**config.mk**
```make
export PLATFORM = sky130hd
export DESIGN_NAME = adjacency_matrix_depth_first_walk
export DESIGN_NICKNAME = d
export VERILOG_FILES = /design/src/hw/rtl/amdfw_pkg.sv /design/src/hw/rtl/amdfw_dp.sv /design/src/hw/rtl/amdfw_ctrl.sv /design/src/hw/rtl/adjacency_matrix_depth_first_walk.sv
export SDC_FILE = /design/constraint.sdc
export NUM_CORES = 1
export LEC_CHECK = 0
export BUFFER_PORTS_ARGS = -buffer_cell sky130_fd_sc_hd__buf_2
export CAP_MARGIN = 20
export CORE_MARGIN = 5
export CORE_UTILIZATION = 35
export CTS_CLUSTER_SIZE = 24
export DETAILED_ROUTE_END_ITERATION = 10
export PLACE_DENSITY = 0.61
export SLEW_MARGIN = 20
export SYNTH_ARGS = -nofsm -noshare
export SYNTH_HDL_FRONTEND = slang
export SYNTH_SLANG_ARGS = --single-unit
```
**constraint.sdc**
```tcl
create_clock -name clk_i -period 4.81 [get_ports clk_i]
set_input_delay 0.481 -clock clk_i [delete_from_list [all_inputs] [get_ports clk_i]]
set_output_delay 0.481 -clock clk_i [all_outputs]
set_load 0.1 [all_outputs]
```
**src/hw/rtl/amdfw_pkg.sv**
```systemverilog
`timescale 1ns / 1ps
`default_nettype none

package amdfw_pkg;

  localparam int MAX_VERTICES = 16;
  localparam int VIDX_W       = $clog2(MAX_VERTICES);
  localparam int CNT_W        = 5;
  localparam int LABEL_W      = 8;

  localparam logic [CNT_W-1:0] COUNT_RESET = CNT_W'(16);

  localparam logic [1:0] OP_ADD_EDGE  = 2'd0;
  localparam logic [1:0] OP_DEL_EDGE  = 2'd1;
  localparam logic [1:0] OP_SET_LABEL = 2'd2;
  localparam logic [1:0] OP_WALK      = 2'd3;

  typedef struct packed {
    logic [1:0]         op;
    logic [VIDX_W-1:0]  from_vertex;
    logic [VIDX_W-1:0]  to_vertex;
    logic [LABEL_W-1:0] label_value;
  } in_item_t;

  typedef struct packed {
    logic [VIDX_W-1:0]  visited_vertex;
    logic [LABEL_W-1:0] visited_label;
    logic               last;
  } out_item_t;

  typedef struct packed {
    logic upd;
    logic start;
    logic push;
    logic pop;
    logic finish;
  } dp_cmd_t;

  typedef struct packed {
    logic walk_ok;
    logic cand_empty;
    logic depth_one;
    logic out_free;
  } dp_sts_t;

endpackage

`default_nettype wire

```
**src/hw/rtl/amdfw_dp.sv**
```systemverilog
`timescale 1ns / 1ps
`default_nettype none

module amdfw_dp (
  input  logic                        clk_i,
  input  logic                        rst_ni,
  input  logic                        cfg_valid_i,
  input  logic [amdfw_pkg::CNT_W-1:0] cfg_data_i,
  input  amdfw_pkg::in_item_t         in_data_i,
  input  amdfw_pkg::dp_cmd_t          cmd_i,
  output amdfw_pkg::dp_sts_t          sts_o,
  input  logic                        out_ready_i,
  output logic                        out_valid_o,
  output amdfw_pkg::out_item_t        out_data_o
);
  import amdfw_pkg::*;

  logic [CNT_W-1:0]        count_q;
  logic [MAX_VERTICES-1:0] adj_q [MAX_VERTICES];
  logic [LABEL_W-1:0]      label_q [MAX_VERTICES];
  logic [MAX_VERTICES-1:0] visited_q;
  logic [VIDX_W-1:0]       stack_q [MAX_VERTICES];
  logic [CNT_W-1:0]        depth_q;
  logic [VIDX_W-1:0]       pend_vtx_q;
  logic [LABEL_W-1:0]      pend_lbl_q;
  logic                    out_valid_q;
  out_item_t               out_data_q;

  logic [CNT_W-1:0]        n_eff;
  logic [MAX_VERTICES-1:0] vmask;
  logic                    from_ok;
  logic                    to_ok;
  logic [VIDX_W-1:0]       top_idx;
  logic [VIDX_W-1:0]       top_vtx;
  logic [MAX_VERTICES-1:0] cand;
  logic [VIDX_W-1:0]       next_vtx;
  logic [VIDX_W-1:0]       lbl_addr;
  logic [LABEL_W-1:0]      lbl_rd;
  logic                    out_free;

  always_comb begin
    n_eff = (count_q > CNT_W'(MAX_VERTICES)) ? CNT_W'(MAX_VERTICES) : count_q;
    for (int i = 0; i < MAX_VERTICES; i++) begin
      vmask[i] = (CNT_W'(i) < n_eff);
    end
  end

  assign from_ok  = ({1'b0, in_data_i.from_vertex} < n_eff);
  assign to_ok    = ({1'b0, in_data_i.to_vertex} < n_eff);
  assign top_idx  = VIDX_W'(depth_q - CNT_W'(1));
  assign top_vtx  = stack_q[top_idx];
  assign cand     = adj_q[top_vtx] & vmask & ~visited_q;

  // lowest set bit wins
  always_comb begin
    next_vtx = '0;
    for (int i = MAX_VERTICES - 1; i >= 0; i--) begin
      if (cand[i]) begin
        next_vtx = VIDX_W'(i);
      end
    end
  end

  assign lbl_addr = cmd_i.start ? in_data_i.from_vertex : next_vtx;
  assign lbl_rd   = label_q[lbl_addr];
  assign out_free = !out_valid_q || out_ready_i;

  assign sts_o.walk_ok    = (in_data_i.op == OP_WALK) && from_ok;
  assign sts_o.cand_empty = (cand == '0);
  assign sts_o.depth_one  = (depth_q == CNT_W'(1));
  assign sts_o.out_free   = out_free;

  always_ff @(posedge clk_i or negedge rst_ni) begin
    if (!rst_ni) begin
      count_q <= COUNT_RESET;
    end else if (cfg_valid_i) begin
      count_q <= cfg_data_i;
    end
  end

  always_ff @(posedge clk_i or negedge rst_ni) begin
    if (!rst_ni) begin
      for (int i = 0; i < MAX_VERTICES; i++) begin
        adj_q[i]   <= '0;
        label_q[i] <= '0;
      end
    end else if (cmd_i.upd && from_ok) begin
      case (in_data_i.op)
        OP_ADD_EDGE: begin
          if (to_ok) adj_q[in_data_i.from_vertex][in_data_i.to_vertex] <= 1'b1;
        end
        OP_DEL_EDGE: begin
          if (to_ok) adj_q[in_data_i.from_vertex][in_data_i.to_vertex] <= 1'b0;
        end
        OP_SET_LABEL: begin
          label_q[in_data_i.from_vertex] <= in_data_i.label_value;
        end
        default: begin
        end
      endcase
    end
  end

  always_ff @(posedge clk_i or negedge rst_ni) begin
    if (!rst_ni) begin
      visited_q <= '0;
      depth_q   <= '0;
    end else if (cmd_i.start) begin
      visited_q <= MAX_VERTICES'(1) << in_data_i.from_vertex;
      depth_q   <= CNT_W'(1);
    end else if (cmd_i.push) begin
      visited_q <= visited_q | (MAX_VERTICES'(1) << next_vtx);
      depth_q   <= depth_q + CNT_W'(1);
    end else if (cmd_i.pop || cmd_i.finish) begin
      depth_q   <= depth_q - CNT_W'(1);
    end
  end

  // path stack and the held result carry no reset
  always_ff @(posedge clk_i) begin
    if (cmd_i.start) begin
      stack_q[0] <= in_data_i.from_vertex;
      pend_vtx_q <= in_data_i.from_vertex;
      pend_lbl_q <= lbl_rd;
    end else if (cmd_i.push) begin
      stack_q[VIDX_W'(depth_q)] <= next_vtx;
      pend_vtx_q <= next_vtx;
      pend_lbl_q <= lbl_rd;
    end
  end

  // the held vertex goes out once the walk knows whether it is the last one
  always_ff @(posedge clk_i or negedge rst_ni) begin
    if (!rst_ni) begin
      out_valid_q <= 1'b0;
    end else if (cmd_i.push || cmd_i.finish) begin
      out_valid_q <= 1'b1;
    end else if (out_ready_i) begin
      out_valid_q <= 1'b0;
    end
  end

  always_ff @(posedge clk_i) begin
    if (cmd_i.push || cmd_i.finish) begin
      out_data_q.visited_vertex <= pend_vtx_q;
      out_data_q.visited_label  <= pend_lbl_q;
      out_data_q.last           <= cmd_i.finish;
    end
  end

  assign out_valid_o = out_valid_q;
  assign out_data_o  = out_data_q;

`ifndef NO_ASSERTIONS
  a_depth_bound: assert property (@(posedge clk_i) disable iff (!rst_ni)
    depth_q <= CNT_W'(MAX_VERTICES))
    else $error("walk stack depth out of range");

  a_emit_free: assert property (@(posedge clk_i) disable iff (!rst_ni)
    (cmd_i.push || cmd_i.finish) |-> out_free)
    else $error("result emitted into a busy output register");

  a_push_marks: assert property (@(posedge clk_i) disable iff (!rst_ni)
    cmd_i.push |=> $countones(visited_q) == $past($countones(visited_q)) + 1)
    else $error("push did not mark exactly one new vertex");

  a_finish_last: assert property (@(posedge clk_i) disable iff (!rst_ni)
    cmd_i.finish |=> out_valid_q && out_data_q.last && depth_q == '0)
    else $error("walk end did not produce a last result");
`endif

endmodule

`default_nettype wire

```
**src/hw/rtl/amdfw_ctrl.sv**
```systemverilog
`timescale 1ns / 1ps
`default_nettype none

module amdfw_ctrl (
  input  logic               clk_i,
  input  logic               rst_ni,
  input  logic               in_valid_i,
  output logic               in_ready_o,
  input  amdfw_pkg::dp_sts_t sts_i,
  output amdfw_pkg::dp_cmd_t cmd_o
);
  import amdfw_pkg::*;

  localparam logic ST_IDLE = 1'b0;
  localparam logic ST_WALK = 1'b1;

  logic state_q;
  logic state_d;

  assign in_ready_o = (state_q == ST_IDLE);

  always_comb begin
    state_d = state_q;
    cmd_o   = '0;
    case (state_q)
      ST_IDLE: begin
        if (in_valid_i) begin
          if (sts_i.walk_ok) begin
            cmd_o.start = 1'b1;
            state_d     = ST_WALK;
          end else begin
            cmd_o.upd = 1'b1;
          end
        end
      end
      ST_WALK: begin
        if (sts_i.cand_empty) begin
          if (!sts_i.depth_one) begin
            cmd_o.pop = 1'b1;
          end else if (sts_i.out_free) begin
            cmd_o.finish = 1'b1;
            state_d      = ST_IDLE;
          end
        end else if (sts_i.out_free) begin
          cmd_o.push = 1'b1;
        end
      end
      default: begin
        state_d = ST_IDLE;
      end
    endcase
  end

  always_ff @(posedge clk_i or negedge rst_ni) begin
    if (!rst_ni) begin
      state_q <= ST_IDLE;
    end else begin
      state_q <= state_d;
    end
  end

endmodule

`default_nettype wire

```
**src/hw/rtl/adjacency_matrix_depth_first_walk.sv**
```systemverilog
`timescale 1ns / 1ps
`default_nettype none

// channel   direction  handshake                 payload
// in        input      in_valid_i / in_ready_o   in_data_i  (op, vertices, label)
// out       output     out_valid_o / out_ready_i out_data_o (vertex, label, last)
// cfg       input      cfg_valid_i / cfg_ready_o cfg_data_i (vertex_count)
//
// Edge and label transactions are applied as they are accepted. A walk starts
// from its vertex and then makes one push or pop of the path stack per cycle unless
// an output stall holds it, set by the single neighbor scan (priority encoder) per cycle.
// The last result is registered in the cycle after the final pop; output stalls
// hold a push or the end of the walk, pops go on.
// Reset clears matrix and labels and sets the count to 16; no clearing pass is needed.

module adjacency_matrix_depth_first_walk (
  input  logic                        clk_i,
  input  logic                        rst_ni,
  input  logic                        in_valid_i,
  output logic                        in_ready_o,
  input  amdfw_pkg::in_item_t         in_data_i,
  output logic                        out_valid_o,
  input  logic                        out_ready_i,
  output amdfw_pkg::out_item_t        out_data_o,
  input  logic                        cfg_valid_i,
  output logic                        cfg_ready_o,
  input  logic [amdfw_pkg::CNT_W-1:0] cfg_data_i
);
  import amdfw_pkg::*;

  dp_cmd_t cmd;
  dp_sts_t sts;

  assign cfg_ready_o = 1'b1;

  amdfw_ctrl u_ctrl (
    .clk_i      (clk_i),
    .rst_ni     (rst_ni),
    .in_valid_i (in_valid_i),
    .in_ready_o (in_ready_o),
    .sts_i      (sts),
    .cmd_o      (cmd)
  );

  amdfw_dp u_dp (
    .clk_i       (clk_i),
    .rst_ni      (rst_ni),
    .cfg_valid_i (cfg_valid_i),
    .cfg_data_i  (cfg_data_i),
    .in_data_i   (in_data_i),
    .cmd_i       (cmd),
    .sts_o       (sts),
    .out_ready_i (out_ready_i),
    .out_valid_o (out_valid_o),
    .out_data_o  (out_data_o)
  );

endmodule

`default_nettype wire
```
==> flow_summary.yaml, run 1 <==
timing:
  rsz0062_at_grt: "true"
  max_slew.worst_pin.slew_ps: 1090
  hold_viol: 0
  finClkSkew_ps: 32.1
  drv_slew: 0
  report.final.setup_viol: 2
  period_share_pct: 100
  fin_hold_ws_ps: 108
  timing.fmax_mhz: 207
  layout_setup_ws_ps: -15.0
  relSlewSlack_pct: 27.2
  layout_min_cycle_time_ps: 4830
hold_path:
  hold_class: "in -> reg"
  worstHoldPathCells: 2
global_routing:
  track_usage_pct: 19.5
  grt_start_max_net_pins: 123
  grt_pass1_vias: 19900
  grt_pass1_wl_um: 116000
  antenna_found_initial: 4
  gr-total-overflow: 0
critical_path:
  worst-endpoint-required_ps: 5180
  path_max_fanout: 8
  crit_top_cell: "mux2i_4"
  rrSetupSlack_ps: -20
  crit_slowest_cell: "mux4_2"
  crit_family: "multiplexers"
  critPathMaxStageDelay_ps: 490
  rr_worst_depth: 22
  cp_num_cells: 22
  path_cells: "inv_4 -> ha_4 -> buf_12 -> buf_8 -> mux4_2 -> mux2i_4 -> buf_6 -> mux2i_4 -> nor2_4 -> buf_12 -> buf_4 -> a32o_1 -> a221oi_2 -> a31oi_2 -> nor4b_4 -> a2111oi_4 -> buf_4 -> mux2i_4 -> inv_4 -> mux4_2 -> mux2i_1 -> mux2i_1"
  path_buf_inv: 8
  path_class: "reg -> reg"
  start_kind: "flop"
  cp.arrival_ps: 5190
  worstSetupEndpointType: "flop"
yosys:
  synth-seq-cells: 501
  synth-xor-area-share_pct: 0.184
  synthAdderAreaFrac_pct: 0.460
  yosysWarnings: 0
  syn_area_per_cell_um2: 9.74
  synthSimpleGateAreaFrac_pct: 18.1
  synthDistinctLibCells: 90
  async_flop_share_pct: 82.2
  synth_compound_area_share_pct: 12.8
  synth_edf_count: 89
  synthCells: 2512
  synth_top_family_by_area: "simple AND/OR/NAND/NOR gates"
  muxShareOfSynthArea_pct: 11.9
  syn-num-nets: 2549
  synth_top_flop_cell: "dfrtp_1"
  yosysSeqAreaShare_pct: 53.0
  synth_area_um2: 24500
place:
  dp_cells: 3569
  dp_hpwl_um: 48800
  place.gp.congestion: 0.910
  io_buffer_count: 42
die:
  fp-row-count: 97
  design.die.area_um2: 75300
  die_w_um: 274
  chipHeight_um: 274
  core_um2: 69700
  initial_core_util_pct: 35.1
  ios: 44
cts:
  htreeDepth: 2
  cts-root-buf: "clkbuf_16"
  path_clk_slew_ps: 60
  clock_latency_ps: 620
  cts_tree: "done"
  clkSinkCount: 501
  numCtsBuffers: 54
  clockBufferDepth: 3
cells_and_area:
  nNetsFinal: 2757
  n_antenna_cell: 0
  fin_util_pct: 43.1
  drive_above_1_share_pct: 23.5
  final_cells: 3704
  synthToLayoutAreaGrowth_pct: 22.6
drt:
  vias: 19900
  drt_pass1_iterations: 5
  antenna_left: 0
  drt_iter0_markers: 1818
  drt_wl_total_um: 75900
  route.detailed.drc: 0
  wl_per_cell_um: 20.5
  avgViaCountPerCell: 5.36
run:
  maxCapViolations: 0
run_status:
  violations: "negative setup slack"
  status: "finished with violations"
cells by family after synthesis:
family / Yosys count
compound gates: 512
simple gates: 1065
flops: 501
mux: 243
other cells: 1
fa+ha+maj: 9
xor+xnor: 3
buf+inv: 178
layer usage:
metal	share of wire (%)	track usage [%]	wire length, um
met5	0.0092	0	7
met2	46	30.8	35000
met4	3.8	6.89	2890
met1	42	27.0	32200
met3	7.6	3.70	5750
repair_timing:
action	CTS	global route
pin swaps	4	22
hold buffers	0	1
buffers inserted	7	19
endpoints found under the setup margin	176	183
cloned	0	7
hold endpoints to repair	0	28
gates resized for setup	23	106
stage by stage:
| stage | TNS [ps] | area (um2) | setup slack [ps] |
|---|---|---|---|
| after global placement | -28860 | 27300 | -454 |
| after detailed placement | -31920 | 27300 | -425 |
| after floorplan | -680 | 24600 | -31.2 |
| after global routing | -4610 | 30000 | -171 |
| after CTS | -35.6 | 29200 | -35.6 |
| final | -24.5 | 30000 | -15.0 |
worst paths after layout:
kind | startpoint | endpoint
min | cfg_data_i[4] | u_dp.count_q[4]
max reg2reg | u_dp.depth_q[0] | u_dp.pend_lbl_q[7]
max in group asynchronous | rst_ni | async pin
min in group asynchronous | rst_ni | async pin
max | u_dp.depth_q[0] | u_dp.pend_lbl_q[7]
min reg2reg | u_dp.pend_vtx_q[0] | u_dp.out_data_o[9]
synthesized netlist by cell type, types with 6 or more instances:
cell type / instances / share of area (%)
a2111oi_0: 10 / 0.36
a21boi_0: 24 / 0.74
a21boi_1: 6 / 0.18
a21oi_1: 315 / 6.4
a32o_1: 9 / 0.37
a32oi_1: 23 / 0.82
and2_1: 8 / 0.20
and3_1: 8 / 0.20
buf_2: 32 / 0.65
buf_4: 10 / 0.31
buf_6: 14 / 0.64
clkbuf_1: 95 / 1.5
dfrtp_1: 411 / 42
edfxtp_1: 89 / 11
ha_1: 9 / 0.46
inv_1: 22 / 0.34
mux2_2: 134 / 6.2
mux2i_1: 83 / 3.4
mux4_2: 18 / 1.7
nand2_1: 299 / 4.6
nand2b_1: 10 / 0.26
nand3_1: 80 / 1.6
nand4_1: 24 / 0.61
nor2_1: 584 / 9.0
nor2b_1: 11 / 0.28
nor3_1: 12 / 0.25
o21ai_0: 49 / 1.0
o21ai_1: 10 / 0.20
placed cells by master (no fill, tap or decap), drive strengths merged, types with 59 or more instances in the layout:
cell and instances:
a21oi 316, mux2 138, o21ai 59, nand2 301, dfrtp 411, buf 299
nor2 590, nand3 81, clkbuf 76, mux2i 88, edfxtp 89
layout make-up:
cell class	instances	area (um2)
multi-input combinational	1834	11100
clock inverter	29	230
timing repair buffer	305	2870
sequential	501	13000
tap	940	1180
clock buffer	71	1500
fill	6600	39700
inverter	24	100
Power of run 1 is not shown: default switching activity piles up to over one toggle a cycle in this logic, so the estimate is an artifact.
==> inputs of run 2 (changes only) <==
Settings changed: SKIP_LAST_GASP set to 1.
==> run 2 against run 1 <==
Compared with the run above:
- die area is the same
- largest cell class unchanged
- the run still ends with negative setup slack left
- register-to-register slack lost 20 ps
- design area shrank 0.15%
- flip-flop and latch count is the same
- final cell count is the same
- clock skew shrank 1.9 ps
==> flow_summary.yaml, run 2 (synthesized netlist as in run 1, its figures left out) <==
drt:
  vias: 20000
  drt_iter0_markers: 1870
  drt_pass1_iterations: 6
  avgViaCountPerCell: 5.40
  route.detailed.drc: 0
  antenna_left: 0
  wl_per_cell_um: 20.5
  drt_wl_total_um: 75800
global_routing:
  antenna_found_initial: 4
  grt_pass1_wl_um: 116000
  grt_busiest_layer: "met2"
  gr-total-overflow: 0
  use_met1_pct: 27.0
  met2_usage_pct: 30.8
  track_usage_pct: 19.5
  grt_pass1_vias: 19900
  grt_start_max_net_pins: 123
  use_met3_pct: 3.70
critical_path:
  cp.arrival_ps: 5210
  rr_worst_depth: 22
  worst-endpoint-required_ps: 5170
  path_class: "reg -> reg"
  worstSetupEndpointType: "flop"
  timing.critical_path.to: "u_dp.pend_lbl_q[7]"
  rrSetupSlack_ps: -30
  path_max_fanout: 8
  r2r_end: "u_dp.pend_lbl_q[7]"
  r2r-start: "u_dp.depth_q[0]"
  crit_path_start: "u_dp.depth_q[0]"
  start_kind: "flop"
place:
  dpl_worst_slack_ps: -425
  placed_area_um2: 27300
  place.gp.congestion: 0.910
  io_buffer_count: 42
  dp_cells: 3569
  dp_hpwl_um: 48800
cts:
  clkSinkCount: 501
  clockBufferDepth: 3
  htreeDepth: 2
  path_clk_slew_ps: 60
  clock_latency_ps: 610
  numCtsBuffers: 54
  cts-root-buf: "clkbuf_16"
  cts_tree: "done"
run_status:
  status: "finished with violations"
  violations: "negative setup slack"
timing:
  layout_min_cycle_time_ps: 4840
  timing.fmax_mhz: 206
  hold_viol: 0
  finClkSkew_ps: 30.2
  rsz0062_at_grt: "true"
  layout_setup_ws_ps: -34.9
  drv_slew: 0
  relSlewSlack_pct: 27.1
  max_slew.worst_pin.slew_ps: 1090
  period_share_pct: 101
  report.final.setup_viol: 4
cells_and_area:
  final_common_cell: "nor2_1"
  drive_above_1_share_pct: 23.4
  final_area_um2: 30000
  final_cells: 3704
  nNetsFinal: 2757
  n_antenna_cell: 0
  final_cell_mix: "nor2_1, dfrtp_1, a21oi_1"
  synthToLayoutAreaGrowth_pct: 22.4
hold_path:
  hp-start: "cfg_data_i[4]"
  hold_class: "in -> reg"
die:
  ios: 44
  fp-row-count: 97
  initial_core_util_pct: 35.1
  design.die.area_um2: 75300
  die_w_um: 274
  chipHeight_um: 274
  core_um2: 69700
run:
  maxCapViolations: 0
-- run 2: cell types whose count changed in the layout (fill, tap and decap cells not counted) --
cell | before | now
o21ai_1 | 19 | 16
buf_8 | 5 | 4
mux2i_1 | 76 | 77
mux2i_2 | 4 | 3
o21ai_0 | 29 | 34
buf_4 | 201 | 204
buf_6 | 13 | 12
a311oi_4 | 1 | 0
a311oi_2 | 1 | 2
buf_12 | 37 | 36
o21ai_2 | 10 | 8
-- run 2: worst min-delay path by stage --
stage,slack (ps),endpoint,cells past startpoint
3_3_place_gp,420,u_dp.out_data_o[5],0
2_1_floorplan,190,async pin,0
6_report,110,u_dp.count_q[4],2
3_5_place_dp,410,u_dp.out_data_o[12],0
5_1_grt,100,u_dp.count_q[4],2
4_1_cts,20,async pin,1
-- run 2: through the flow --
stage / hold slack (ps) / utilization, % / TNS [ps]
finish: 109 / 43.0 / -77.8
detailed placement: 408 / 39.2 / -31920
global placement: 418 / 39.2 / -28860
floorplan: 185 / - / -680
global route: 104 / 43.0 / -7020
CTS: 22.2 / 41.9 / -54.2
-- run 2: cell type report --
| cell class | count | area, um2 |
|---|---|---|
| multi-input combinational | 1834 | 11100 |
| clock buffer | 71 | 1500 |
| sequential | 501 | 13000 |
| clock inverter | 29 | 230 |
| timing repair buffer | 305 | 2840 |
| inverter | 24 | 100 |
| tap | 940 | 1180 |
| fill | 6612 | 39700 |
-- run 2: critical path: stages (launching register included) --
cell and delay, ps:
dfrtp_2 440, inv_4 70, ha_4 230, buf_12 140, buf_6 120, mux4_2 240
mux2i_4 90, buf_6 130, mux2i_4 360, nor2_4 120, buf_12 170, buf_4 130
a32o_1 210, a221oi_2 200, a31oi_2 220, nor4b_4 210, a2111oi_4 350, buf_4 200
mux2i_4 90, inv_4 110, mux4_2 490, mux2i_1 160, mux2i_1 90
-- run 2: metal layers --
layer | vias to the layer above | routed length (um)
met5 | - | 7
met4 | 2 | 2880
met3 | 185 | 5820
met2 | 793 | 35100
met1 | 9874 | 32000
li1 | 9156 | -
-- run 2: timing repair --
item                       4_1_cts  5_1_grt
resized for setup               21       93
hold buffers                     0        1
hold endpoints to repair         0       28
setup endpoints to repair      176      183
pin swaps                        4       21
gates cloned                     0        7
setup buffers                    7       19
Power of run 2 is left out for the same reason.
==> inputs of run 3 (changes only) <==
Settings changed: PLACE_DENSITY 0.61 to 0.59.
Clock period 4.81 ns to 5.8 ns, I/O delays scaled along.
==> run 3 against run 2 <==
Compared with the run above:
- the flow now finishes without violations
- clock-buffer cell count is 1 higher
- highest routed layer is now met4
- global-route usage fell by 0.64 points
- first-iteration DRC count rose by 5.4%
- sequential share of layout area rose by 3.6 points
- utilization fell by 3.3 points
- design area shrank 7.7%
- largest cell class unchanged
==> flow_summary.yaml, run 3 (synthesized netlist as in run 1, its figures left out) <==
timing:
  fin_hold_ws_ps: 28.2
  layout_min_cycle_time_ps: 5550
  report.final.setup_viol: 0
  relSlewSlack_pct: 22.5
  layout_setup_ws_ps: 250
  drv_slew: 0
  setup_tns_ps: 0
  hold_viol: 0
  period_share_pct: 95.7
  timing.fmax_mhz: 180
  finClkSkew_ps: 44.2
  rsz0062_at_grt: "true"
  max_slew.worst_pin.slew_ps: 1160
cts:
  clkSinkCount: 501
  clock_latency_ps: 640
  cts-root-buf: "clkbuf_16"
  path_clk_slew_ps: 60
  cts_tree: "done"
  clockBufferDepth: 3
  numCtsBuffers: 55
  cts.hold.buffers_added: 0
  htreeDepth: 2
critical_path:
  start_kind: "flop"
  path_class: "reg -> reg"
  critPathMaxStageDelay_ps: 700
  crit_family: "simple AND/OR/NAND/NOR gates"
  crit_path_start: "u_dp.depth_q[0]"
  path_buf_inv: 3
  path_cells: "buf_4 -> or4_4 -> nand2_8 -> mux2_4 -> nor2_4 -> buf_4 -> a32o_1 -> nor3_1 -> a31oi_2 -> nand3_1 -> a2111oi_4 -> mux2i_4 -> clkinv_2 -> mux4_2 -> mux2i_1 -> mux2i_1"
  rrSetupSlack_ps: 250
  worstSetupEndpointType: "flop"
  r2r-start: "u_dp.depth_q[0]"
  crit_slowest_cell: "or4_4"
  path_max_fanout: 27
  worst-endpoint-required_ps: 6160
  cp.arrival_ps: 5910
hold_path:
  hold_class: "in -> async"
global_routing:
  grt_pass1_wl_um: 112000
  grt_start_max_net_pins: 257
  track_usage_pct: 18.9
  gr-total-overflow: 0
  antenna_found_initial: 2
  grt_pass1_vias: 18700
die:
  die_w_um: 274
  ios: 44
  core_um2: 69700
  initial_core_util_pct: 35.1
  design.die.area_um2: 75300
  fp-row-count: 97
  chipHeight_um: 274
cells_and_area:
  final_common_cell: "nor2_1"
  fin_util_pct: 39.7
  synthToLayoutAreaGrowth_pct: 13.0
  final_cell_mix: "nor2_1, dfrtp_1, a21oi_1"
  nNetsFinal: 2571
  fillers: 6817
  drive_above_1_share_pct: 15.8
  n_antenna_cell: 0
drt:
  drt_pass1_iterations: 5
  vias: 19100
  route.detailed.drc: 0
  avgViaCountPerCell: 5.44
  antenna_left: 0
  wl_per_cell_um: 20.7
  drt_iter0_markers: 1971
  drt_wl_total_um: 72800
place:
  dpl_worst_slack_ps: -90.3
  dp_hpwl_um: 46000
  place.gp.congestion: 0.909
  io_buffer_count: 42
run:
  maxCapViolations: 0
run_status:
  status: "complete, no violations"
## run 3: per-stage QoR
stage / std cells / instance area (um2)
final: 3517 / 27700
after global routing: 3517 / 27700
after CTS: 3512 / 27600
after detailed placement: 3412 / 25800
after global placement: 3411 / 25800
after floorplan: 2512 / 24500
## run 3: routing by layer
| layer | up-vias | routed length [um] | global-route usage, % |
|---|---|---|---|
| met5 | - | 0 | 0 |
| met4 | 0 | 2250 | 6.09 |
| met3 | 135 | 5100 | 3.17 |
| met2 | 690 | 33600 | 30.2 |
| met1 | 9542 | 31800 | 26.3 |
| li1 | 8754 | - | - |
## run 3: final timing paths
| kind | endpoint | cells after the start |
|---|---|---|
| min in group clk_i | u_dp.count_q[4] | 2 |
| worst min register to register | u_dp.out_data_o[7] | 0 |
| worst min-delay path | async pin | 1 |
| worst max register to register | u_dp.pend_lbl_q[7] | 16 |
| max in group asynchronous | u_dp.label_q[26] | 2 |
| worst max-delay path | u_dp.pend_lbl_q[7] | 16 |
## run 3: what timing repair did
item	4_1_cts	5_1_grt
gates cloned	0	1
setup buffers	0	3
gates resized for setup	1	5
setup endpoints to repair	22	52
## run 3: area by class of cell
| cell class | count | area (um2) | area share (%) |
|---|---|---|---|
| clock buffer | 72 | 1490 | 5.39 |
| clock inverter | 28 | 283 | 1.02 |
| inverter | 24 | 93.8 | 0.339 |
| multi-input combinational | 1834 | 10700 | 38.7 |
| sequential | 501 | 13000 | 47.0 |
| tap | 940 | 1180 | 4.25 |
| timing repair buffer | 118 | 927 | 3.35 |
## run 3: worst register-to-register path, stage by stage (launching register included)
cell       delay (ps)
dfrtp_1           380
buf_4             270
or4_4             710
nand2_8           220
mux2_4            400
nor2_4            460
buf_4             330
a32o_1            170
nor3_1             50
a31oi_2           440
nand3_1           260
a2111oi_4         530
mux2i_4           190
clkinv_2          130
mux4_2            500
mux2i_1           150
mux2i_1            80
Power of run 3 is left out for the same reason.
